--- src/rtl/decimal_digit_display_formatter_top_defines.svh ---
// Assertion macros used by ddf_back.
`ifndef DECIMAL_DIGIT_DISPLAY_FORMATTER_TOP_DEFINES_SVH
`define DECIMAL_DIGIT_DISPLAY_FORMATTER_TOP_DEFINES_SVH

`ifndef SYNTHESIS
`define DDF_ASSERT_IMP(label, clk, rst_n, ante, cons) \
  label: assert property (@(posedge clk) disable iff (!rst_n) (ante) |-> (cons)) \
    else $error("ddf assertion failed");
`define DDF_ASSERT_NEXT(label, clk, rst_n, ante, cons) \
  label: assert property (@(posedge clk) disable iff (!rst_n) (ante) |=> (cons)) \
    else $error("ddf assertion failed");
`else
`define DDF_ASSERT_IMP(label, clk, rst_n, ante, cons)
`define DDF_ASSERT_NEXT(label, clk, rst_n, ante, cons)
`endif

`endif

--- src/rtl/ddf_pkg.sv ---
package ddf_pkg;

  localparam int VALUE_W             = 16;
  localparam int REG_W               = 4;
  localparam int CODE_W              = 4;
  localparam int OUT_DATA_W          = 8;
  localparam int DIGIT_POSITIONS_DEF = 8;
  localparam int QUEUE_DEPTH         = 2;

  localparam logic [CODE_W-1:0] BLANK_CODE = 4'd15;
  localparam logic [CODE_W-1:0] ZERO_CODE  = 4'd0;

  localparam int                RECIP_SHIFT = 19;
  localparam int                PROD_W      = VALUE_W + RECIP_SHIFT;
  localparam logic [16:0]       RECIP_10    = 17'd52429;

  typedef struct packed {
    logic               zero;
    logic [VALUE_W-1:0] value;
  } ddf_item_t;

endpackage

--- src/rtl/ddf_front.sv ---
module ddf_front
  import ddf_pkg::*;
(
  input  logic               clk,
  input  logic               rst_n,
  input  logic               in_tvalid,
  output logic               in_tready,
  input  logic [VALUE_W-1:0] in_tdata,
  output logic               head_valid,
  output ddf_item_t          head,
  input  logic               head_pop
);

  localparam int QPTR_W = (QUEUE_DEPTH > 1) ? $clog2(QUEUE_DEPTH) : 1;
  localparam int QCNT_W = $clog2(QUEUE_DEPTH + 1);

  ddf_item_t          mem_r [QUEUE_DEPTH];
  logic [QPTR_W-1:0]  wr_ptr_r, wr_ptr_nxt;
  logic [QPTR_W-1:0]  rd_ptr_r, rd_ptr_nxt;
  logic [QCNT_W-1:0]  cnt_r, cnt_nxt;
  logic               push, pop;
  ddf_item_t          item;

  assign in_tready  = (cnt_r != QCNT_W'(QUEUE_DEPTH));
  assign push       = in_tvalid && in_tready;
  assign head_valid = (cnt_r != '0);
  assign pop        = head_pop && head_valid;
  assign head       = mem_r[rd_ptr_r];

  always_comb begin
    item.value = in_tdata;
    item.zero  = (in_tdata == '0);
  end

  always_comb begin
    wr_ptr_nxt = wr_ptr_r;
    rd_ptr_nxt = rd_ptr_r;
    cnt_nxt    = cnt_r;
    if (push) begin
      wr_ptr_nxt = (wr_ptr_r == QPTR_W'(QUEUE_DEPTH - 1)) ? '0 : wr_ptr_r + QPTR_W'(1);
    end
    if (pop) begin
      rd_ptr_nxt = (rd_ptr_r == QPTR_W'(QUEUE_DEPTH - 1)) ? '0 : rd_ptr_r + QPTR_W'(1);
    end
    if (push && !pop) begin
      cnt_nxt = cnt_r + QCNT_W'(1);
    end else if (pop && !push) begin
      cnt_nxt = cnt_r - QCNT_W'(1);
    end
  end

  always_ff @(posedge clk) begin
    if (!rst_n) begin
      wr_ptr_r <= '0;
      rd_ptr_r <= '0;
      cnt_r    <= '0;
    end else begin
      wr_ptr_r <= wr_ptr_nxt;
      rd_ptr_r <= rd_ptr_nxt;
      cnt_r    <= cnt_nxt;
    end
  end

  always_ff @(posedge clk) begin
    if (push) begin
      mem_r[wr_ptr_r] <= item;
    end
  end

endmodule

--- src/rtl/ddf_back.sv ---
`include "decimal_digit_display_formatter_top_defines.svh"

module ddf_back
  import ddf_pkg::*;
#(
  parameter int DIGIT_POSITIONS = DIGIT_POSITIONS_DEF
) (
  input  logic                  clk,
  input  logic                  rst_n,
  input  logic                  head_valid,
  input  ddf_item_t             head,
  output logic                  head_pop,
  output logic                  out_tvalid,
  input  logic                  out_tready,
  output logic [OUT_DATA_W-1:0] out_tdata,
  output logic                  out_tlast
);

  localparam int POS_W = $clog2(DIGIT_POSITIONS);

  logic                  busy_r, busy_nxt;
  logic [POS_W-1:0]      pos_r, pos_nxt;
  logic [VALUE_W-1:0]    rest_r, rest_nxt;
  logic                  zero_r, zero_nxt;
  logic                  out_valid_r, out_valid_nxt;
  logic [OUT_DATA_W-1:0] out_data_r, out_data_nxt;
  logic                  out_last_r, out_last_nxt;

  logic                  step, last_pos;
  logic [PROD_W-1:0]     prod;
  logic [VALUE_W-1:0]    quot, quot10, rem;
  logic [CODE_W-1:0]     code;
  logic [REG_W-1:0]      digit_reg;

  assign step     = busy_r && (!out_valid_r || out_tready);
  assign last_pos = (pos_r == POS_W'(DIGIT_POSITIONS - 1));
  assign head_pop = head_valid && (!busy_r || (step && last_pos));

  assign prod      = PROD_W'(rest_r) * PROD_W'(RECIP_10);
  assign quot      = prod[RECIP_SHIFT +: VALUE_W];
  assign quot10    = (quot << 3) + (quot << 1);
  assign rem       = rest_r - quot10;
  assign digit_reg = REG_W'(pos_r) + REG_W'(1);

  always_comb begin
    if (zero_r && pos_r == '0) begin
      code = ZERO_CODE;
    end else if (rest_r != '0) begin
      code = rem[CODE_W-1:0];
    end else begin
      code = BLANK_CODE;
    end
  end

  always_comb begin
    busy_nxt      = busy_r;
    pos_nxt       = pos_r;
    rest_nxt      = rest_r;
    zero_nxt      = zero_r;
    out_valid_nxt = out_valid_r;
    out_data_nxt  = out_data_r;
    out_last_nxt  = out_last_r;
    if (out_tready) begin
      out_valid_nxt = 1'b0;
    end
    if (step) begin
      out_valid_nxt = 1'b1;
      out_data_nxt  = {code, digit_reg};
      out_last_nxt  = last_pos;
      pos_nxt       = pos_r + POS_W'(1);
      rest_nxt      = quot;
      if (last_pos) begin
        busy_nxt = 1'b0;
      end
    end
    if (head_pop) begin
      busy_nxt = 1'b1;
      pos_nxt  = '0;
      rest_nxt = head.value;
      zero_nxt = head.zero;
    end
  end

  always_ff @(posedge clk) begin
    if (!rst_n) begin
      busy_r      <= 1'b0;
      pos_r       <= '0;
      out_valid_r <= 1'b0;
    end else begin
      busy_r      <= busy_nxt;
      pos_r       <= pos_nxt;
      out_valid_r <= out_valid_nxt;
    end
  end

  always_ff @(posedge clk) begin
    rest_r     <= rest_nxt;
    zero_r     <= zero_nxt;
    out_data_r <= out_data_nxt;
    out_last_r <= out_last_nxt;
  end

  assign out_tvalid = out_valid_r;
  assign out_tdata  = out_data_r;
  assign out_tlast  = out_last_r;

  `DDF_ASSERT_IMP(a_last_at_top, clk, rst_n, out_tvalid && out_tlast,
    out_tdata[REG_W-1:0] == REG_W'(DIGIT_POSITIONS))
  `DDF_ASSERT_IMP(a_first_not_blank, clk, rst_n,
    out_tvalid && out_tdata[REG_W-1:0] == REG_W'(1),
    out_tdata[OUT_DATA_W-1:REG_W] <= 4'd9)
  `DDF_ASSERT_IMP(a_code_legal, clk, rst_n, out_tvalid,
    out_tdata[OUT_DATA_W-1:REG_W] <= 4'd9 || out_tdata[OUT_DATA_W-1:REG_W] == BLANK_CODE)
  `DDF_ASSERT_NEXT(a_busy_until_last, clk, rst_n, step && !last_pos, busy_r)

endmodule

--- src/rtl/decimal_digit_display_formatter_top.sv ---
// A run's first beat goes from the queue entry to rest_r, then to the output register.
// Throughput: DIGIT_POSITIONS beats per input item, one beat a cycle unless out_tready
// stalls, set by the one-digit-a-cycle divide-by-ten unit; runs follow without a gap.
// A two-entry queue decouples input acceptance from digit generation.
// Reset: synchronous, active low; clears queue pointers and control, no clearing pass.
module decimal_digit_display_formatter_top
  import ddf_pkg::*;
#(
  parameter int DIGIT_POSITIONS = DIGIT_POSITIONS_DEF
) (
  input  logic                  clk,
  input  logic                  rst_n,
  input  logic                  in_tvalid,
  output logic                  in_tready,
  input  logic [VALUE_W-1:0]    in_tdata,   // [15:0] value
  output logic                  out_tvalid,
  input  logic                  out_tready,
  output logic [OUT_DATA_W-1:0] out_tdata,  // [3:0] digit_register, [7:4] digit_code
  output logic                  out_tlast
);

  logic      head_valid;
  logic      head_pop;
  ddf_item_t head;

  ddf_front u_front (
    .clk        (clk),
    .rst_n      (rst_n),
    .in_tvalid  (in_tvalid),
    .in_tready  (in_tready),
    .in_tdata   (in_tdata),
    .head_valid (head_valid),
    .head       (head),
    .head_pop   (head_pop)
  );

  ddf_back #(
    .DIGIT_POSITIONS (DIGIT_POSITIONS)
  ) u_back (
    .clk        (clk),
    .rst_n      (rst_n),
    .head_valid (head_valid),
    .head       (head),
    .head_pop   (head_pop),
    .out_tvalid (out_tvalid),
    .out_tready (out_tready),
    .out_tdata  (out_tdata),
    .out_tlast  (out_tlast)
  );

endmodule
--- config.mk ---
export PLATFORM = sky130hd
export DESIGN_NAME = decimal_digit_display_formatter_top
export DESIGN_NICKNAME = d
export VERILOG_FILES = /design/src/rtl/ddf_pkg.sv /design/src/rtl/ddf_front.sv /design/src/rtl/ddf_back.sv /design/src/rtl/decimal_digit_display_formatter_top.sv
export VERILOG_INCLUDE_DIRS = /design/src /design/src/rtl
export SDC_FILE = /design/constraint.sdc
export NUM_CORES = 1
export LEC_CHECK = 0
export BUFFER_PORTS_ARGS = -buffer_cell sky130_fd_sc_hd__buf_2
export CAP_MARGIN = 20
export CORE_ASPECT_RATIO = 1.5
export CORE_UTILIZATION = 44
export CTS_BUF_LIST = sky130_fd_sc_hd__clkbuf_8
export DETAILED_ROUTE_END_ITERATION = 8
export HOLD_SLACK_MARGIN = 0.12
export SLEW_MARGIN = 20
export SYNTH_ARGS = -nofsm -noshare
export SYNTH_HDL_FRONTEND = slang
export SYNTH_SLANG_ARGS = --single-unit
--- constraint.sdc ---
create_clock -name clk -period 11.9 [get_ports clk]
set_input_delay 2.38 -clock clk [delete_from_list [all_inputs] [get_ports clk]]
set_output_delay 2.38 -clock clk [all_outputs]
set_load 0.02 [all_outputs]
==> parameters.txt, run 1 <==
Parameter                              Value

Routing
  Total DRC errors in the routed layout    0
  Iter 0 DRT Violations    190
  Post-DRT Antenna Nets    0
  First-pass iteration count of the detailed router    5
  Detail-routed via count per cell    5.22
  Average wire per cell in the routed design    18.3 um
  Total wire length    17500 um
  Via count    4977

Timing
  Setup repair after global routing missed its margin    false
  Final hold violations    0
  Slew at the pin with the worst max-slew slack    0.881 ns
  Tightest hold margin    0.481 ns
  Clock Skew    0.0174 ns
  Max Fclk    156 MHz
  Max-slew headroom    41.2%
  Shortest clock period the worst path allows after layout    6.40 ns
  TNS Setup    0 ns
  Share of the clock period used by the worst path    53.7%
  Count of final max-slew check failures    0
  Final count of negative-setup-slack endpoints    0

Placed design
  HPWL after detailed placement    15400 um
  Final estimated routing congestion in global placement    0.924
  PortBufs    30

Die
  Y dimension of the die    163 um
  Die Footprint    17800 sq um
  # IOs    31
  Effective utilization at floorplan    45.2%
  Standard-cell rows    58
  Floorplan core area    16800 sq um
  DIE WIDTH    109 um

Synth
  Per-instance average area after synthesis    10.8 sq um
  Cell count after synthesis    705
  Flop and latch count out of synthesis    70
  Summed instance area of the synthesized netlist    7600 sq um
  Fraction of synthesis flops using an asynchronous set or reset pin    0%
  Mapped Nets    951
  Number of flops mapped to enable cells by yosys    60
  Yosys warnings    0
  Most used DFF post-synth    edfxtp_1
  Ranking of synthesized cells by area    ha_1, edfxtp_1, fa_1, inv_1, dfxtp_1
  Post-synth top area share    24.0%
  Distinct cells, synth    55
  Area leader, netlist    ha_1
  Part of the Yosys area used for sequential elements    26.3%

Flow run
  Max Cap Viol    0

Worst setup path
  Crit path required time    12.00 ns
  Type of the setup path with the least slack    reg2reg
  Crit end category    flop
  Critical-path maximum fanout    7
  Crit Reg-Reg Startpoint    u_back.rest_r[4]$_DFFE_PP_
  First element of the critical path    u_back.rest_r[4]$_DFFE_PP_
  Worst EP arrival    6.50 ns
  Startpoint type of the worst setup path    flop

CTS
  Number of hold buffers added after CTS    0
  Clock slew at reported path FFs    0.09 ns
  TritonCTS sink count    70
  Post-CTS setup buffers    0
  Num CTS Buffers    9
  H-tree level count    3
  Clk Latency, worst-skew pair    0.35 ns
  Post-CTS resize count    0
  Number of buffers on the longest clock path    2
  Clock tree from TritonCTS    yes
  Root buffer selected by CTS    clkbuf_8

Layout
  Area growth from synthesis to layout    7.29%
  N_diodes    0
  Fraction of final layout cells sized beyond drive strength 1    8.75%
  Nets@finish    984

Hold path
  Worst min-delay path startpoint    u_back.busy_r$_SDFFE_PN0P_
  Hold/Removal Path Class    reg2reg

Global routing
  Via count of the first global-routing pass    5662
  GRT Util Overall    22.0%
  Global-route wire length before repair    28600 um
  Final global-route overflow total    0
  Initial antenna violation count    0
  Pin count of the biggest net entering global routing    23

Status
  Run status    complete, no violations
[per-layer routing]
layer	vias up	share of wire (%)	GRT usage [%]
li1	2394	-	-
met1	2405	36	22.9
met2	126	55	41.4
met3	52	2.9	2.32
met4	0	6.5	13.5
met5	-	0	0
[worst max-delay path: stages, from the launching register on]
cell and delay, ns:
edfxtp_1 0.51, inv_1 0.08, ha_1 0.38, fa_1 0.58, inv_1 0.07, fa_1 0.50, fa_1 0.56, inv_1 0.06
fa_1 0.53, inv_1 0.05, fa_1 0.53, inv_1 0.04, ha_1 0.39, nand4_1 0.20, nor3_1 0.21, o211ai_1 0.17
o211ai_1 0.15, xor2_1 0.21, ha_1 0.20, xnor2_1 0.13, xnor3_1 0.27, a211oi_1 0.24, nor2_1 0.08
[registers in the layout, summed over array words and instances (netlist names), named ones only]
| name | flops |
|---|---|
| u_back.busy_r | 1 |
| u_back.out_tdata | 8 |
| u_back.out_tlast | 1 |
| u_back.out_tvalid | 1 |
| u_back.pos_r | 3 |
| u_back.rest_r | 16 |
| u_back.zero_r | 1 |
| u_front.cnt_r | 2 |
| u_front.mem_r | 34 |
| u_front.rd_ptr_r | 1 |
| u_front.wr_ptr_r | 1 |
[per-stage QoR]
step	instance area, sq um	util, %	worst slack [ns]	std cells
after CTS	8160	48.5	5.51	953
after global routing	8160	48.5	5.13	953
after global placement	7990	47.4	5.70	937
after floorplan	7600	-	6.04	705
final	8160	48.5	5.50	953
after detailed placement	7990	47.4	5.60	937
[cell type report]
| class | instances | area, sq um |
|---|---|---|
| Fill cell | 1591 | 8680 |
| Sequential cell | 70 | 2000 |
| Multi-Input combinational cell | 448 | 4900 |
| Clock buffer | 9 | 124 |
| Tap cell | 210 | 263 |
| Clock inverter | 7 | 47.5 |
| Inverter | 178 | 668 |
| Timing Repair Buffer | 31 | 158 |
[layout by cell type, fill, tap and decap left out, types with 6 or more instances in the layout]
master and count:
a211oi_1 9, a21o_1 9, a21oi_1 23, a31oi_1 6
and3_1 6, buf_2 30, clkbuf_8 9, dfxtp_1 10
edfxtp_1 60, fa_1 80, ha_1 146, inv_1 179
mux2_2 6, mux2i_1 7, nand2_1 28, nand3_1 9
nand4_1 6, nor2_1 21, o21ai_0 9, xnor2_1 8
xor2_1 15
[Yosys cell counts, drive strengths merged, types with 4 or more instances]
master,instances
xnor2,8
a31oi,6
and3,6
fa,80
and2,4
a21boi,4
dfxtp,10
nor3,5
o21ai,11
a21o,9
nand4,6
clkbuf,5
edfxtp,60
nand3,11
nor2b,4
mux2i,7
nand2,29
buf,4
nor2,21
nor4,4
a21oi,25
inv,178
xor2,15
mux2,6
a211oi,9
ha,146
[cell families after synthesis]
kind of cell | synth area share (%)
multiplexers | 1.81
AND/OR/NAND/NOR | 6.70
adder cells (fa/ha/maj) | 45.1
flip-flops | 26.3
buffers and inverters | 9.28
AO/OA/AOI/OAI | 7.85
XOR/XNOR | 2.95
[path summary, 6_finish.rpt]
kind / endpoint / slack, ns / cells after the start
worst max-delay path: u_back.out_tdata[7]$_SDFFCE_PP0P_ / 5.50 / 22
worst min-delay path: u_back.out_tvalid$_SDFFE_PN0P_ / 0.48 / 2
worst max register to register: u_back.out_tdata[7]$_SDFFCE_PP0P_ / 5.50 / 22
worst min register to register: u_back.out_tvalid$_SDFFE_PN0P_ / 0.48 / 2
Power of run 1 is left out: the tool's default activity adds up to more than one toggle a clock period on the data nets, which glitch-free logic cannot reach.
==> run 2: changes to the inputs <==
==> constraint.sdc (replaced) <==
create_clock -name clk -period 5.4 [get_ports clk]
set_input_delay 1.08 -clock clk [delete_from_list [all_inputs] [get_ports clk]]
set_output_delay 1.08 -clock clk [all_outputs]
set_load 0.02 [all_outputs]
==> run 2 against run 1 <==
Cell count is 13% higher; the run now ends with negative setup slack left; final area is 19% higher; largest cell class unchanged; fmax is 12% higher; clock skew is 0.0055 ns lower; setup slack worse by 5.8 ns; core utilization is 9.2 points higher.
==> parameters.txt, run 2 (synthesis gave the netlist of run 1 again) <==
Parameter                              Value

Routing
  Detail-routed via count per cell    5.07 (-2.9%)
  Iter 0 DRT Violations    161 (-15%)
  Post-DRT Antenna Nets    0 (unchanged)
  Via count    5445 (+9.4%)
  Average wire per cell in the routed design    17.3 um (-5.6%)
  Total DRC errors in the routed layout    0 (unchanged)
  Total wire length    18600 um (+6.4%)
  First-pass iteration count of the detailed router    4 (-1)

Global routing
  Via count of the first global-routing pass    6089 (+7.5%)
  Global-route wire length before repair    30000 um (+4.9%)
  GRT Util Overall    22.9% (+0.87 points)
  Final global-route overflow total    0 (unchanged)
  Initial antenna violation count    0 (unchanged)
  Pin count of the biggest net entering global routing    23 (unchanged)

Timing
  Count of final max-slew check failures    0 (unchanged)
  Max-slew headroom    39.8% (-1.4 points)
  TNS Setup    -1.13 ns (-1.13 ns)
  Setup WS post-layout    -0.299 ns (-5.80 ns)
  Shortest clock period the worst path allows after layout    5.70 ns (-0.696 ns)
  Final count of negative-setup-slack endpoints    10 (+10)
  Max Fclk    175 MHz (+12%)
  Setup repair after global routing missed its margin    true
  Final hold violations    0 (unchanged)
  Share of the clock period used by the worst path    106% (+52 points)
  Slew at the pin with the worst max-slew slack    0.902 ns (+0.0210 ns)
  Clock Skew    0.0119 ns (-0.00550 ns)

Worst setup path
  Cell count of the worst reg-to-reg path    22 (unchanged)
  Crit Reg-Reg Startpoint    u_back.rest_r[8]$_DFFE_PP_
  Critical R2R Capture    u_back.out_tdata[7]$_SDFFCE_PP0P_
  Crit end category    flop
  Critical path's most frequent cell    fa_1
  Critical Path Max Stage Delay    0.54 ns (-0.04 ns)
  Worst EP arrival    5.91 ns (-0.59 ns)
  Critical-path maximum fanout    4 (-3)
  Cell chain of the critical path    inv_2, ha_4, fa_1, inv_1, fa_1, fa_1, inv_1, fa_1, inv_1, fa_1, inv_1, ha_1, nand4_1, nor3_2, o211ai_1, o211ai_1, xor2_1, ha_2, xnor2_2, xnor3_1, a41o_1, nor2_1
  Setup slack, reg-to-reg    -0.30 ns (-5.80 ns)
  Type of the setup path with the least slack    reg2reg
  Startpoint type of the worst setup path    flop
  Crit path required time    5.62 ns (-6.38 ns)
  Cell with the largest stage delay on the worst path    fa_1

Layout
  Nets@finish    1105 (+12%)
  Leading cell type in the layout, fill and taps excluded    inv_1
  Area growth from synthesis to layout    27.6%
  Fin cells    1074 (+13%)
  Fraction of final layout cells sized beyond drive strength 1    31.0% (+22 points)
  Share of the core filled with cells    57.6% (+9.2 points)
  Max FFs per register    34 (unchanged)
  Largest register by flop count    u_front.mem_r
  Biggest regs    u_front.mem_r x34, u_back.rest_r x16, u_back.out_tdata x8
  Leading cell types in the layout, fill and taps excluded    inv_1, ha_1, buf_4
  N_diodes    0 (unchanged)

Placed design
  Final estimated routing congestion in global placement    0.962 (+4.2%)
  PortBufs    30 (unchanged)
  HPWL after detailed placement    16000 um (+4.2%)
  Cell total after placement    1034 (+10%)

CTS
  Clk Latency, worst-skew pair    0.35 ns (about the same)
  Clock slew at reported path FFs    0.07 ns (-0.02 ns)
  H-tree level count    3 (unchanged)
  Num CTS Buffers    9 (unchanged)
  Number of buffers on the longest clock path    2 (unchanged)
  TritonCTS sink count    70 (unchanged)
  Clock tree from TritonCTS    yes
  Root buffer selected by CTS    clkbuf_8

Status
  Run status    finished, violations left
  Violated checks    negative setup slack

Die
  Effective utilization at floorplan    45.2% (unchanged)
  Y dimension of the die    163 um (unchanged)
  Standard-cell rows    58 (unchanged)
  DIE WIDTH    109 um (unchanged)
  Floorplan core area    16800 sq um (unchanged)
  Die Footprint    17800 sq um (unchanged)
  # IOs    31 (unchanged)

Hold path
  Worst min-delay path startpoint    u_back.busy_r$_SDFFE_PN0P_
  End of the worst hold path    u_back.out_tvalid$_SDFFE_PN0P_
  Hold/Removal Path Class    reg2reg
  Worst Hold Depth    2 (unchanged)

Flow run
  Max Cap Viol    0 (unchanged)
## run 2: through the flow
step	setup slack (ns)	hold WS (ns)	area, sq um
3_5_place_dp	-0.319	0.481	8820
5_1_grt	-0.570	0.554	9700
6_report	-0.299	0.498	9700
4_1_cts	-0.255	0.496	9450
2_1_floorplan	-0.0368	0.456	7720
3_3_place_gp	-0.293	0.477	8820
## run 2: how the worst max path moves through the flow
stage                                           from                                 to  cells after the start
after floorplan           u_back.rest_r[9]$_DFFE_PP_  u_back.out_tdata[7]$_SDFFCE_PP0P_                     23
after global placement    u_back.rest_r[8]$_DFFE_PP_  u_back.out_tdata[7]$_SDFFCE_PP0P_                     19
after detailed placement  u_back.rest_r[4]$_DFFE_PP_  u_back.out_tdata[7]$_SDFFCE_PP0P_                     19
after global routing      u_back.rest_r[3]$_DFFE_PP_  u_back.out_tdata[7]$_SDFFCE_PP0P_                     22
final                     u_back.rest_r[8]$_DFFE_PP_  u_back.out_tdata[7]$_SDFFCE_PP0P_                     22
after CTS                 u_back.rest_r[3]$_DFFE_PP_  u_back.out_tdata[7]$_SDFFCE_PP0P_                     22
## run 2: what timing repair did
item | 4_1_cts | 5_1_grt
pin swaps | 28 | 43
setup endpoints to repair | 13 | 16
gates resized for setup | 48 | 53
setup buffers | 19 | 11
hold buffers | 0 | 0
## run 2: worst max-delay path: cells and delay by family, from the launching register on
kind	cells	cell delay (ns)
buf+inv	5	0.34
flops	1	0.52
xor+xnor	3	0.63
fa+ha+maj	8	3.18
compound gates	3	0.51
simple gates	3	0.38
## run 2: layout make-up
| type | count | area [sq um] |
|---|---|---|
| fillers | 1424 | 7130 |
| clock buffers | 9 | 124 |
| multi-input cells | 448 | 5450 |
| repair buffers | 152 | 1110 |
| clock inverters | 7 | 90.1 |
| flip-flops and latches | 70 | 2000 |
| well taps | 210 | 263 |
| inverters | 178 | 668 |
## run 2: routing by layer
metal | vias up | share of wire, % | global-route usage [%]
met3 | 51 | 1.7 | 1.92
met2 | 96 | 55 | 43.7
met5 | - | 0 | 0
li1 | 2637 | - | -
met4 | 0 | 6.8 | 14.2
met1 | 2661 | 36 | 23.4
Power of run 2 is left out for the same reason.
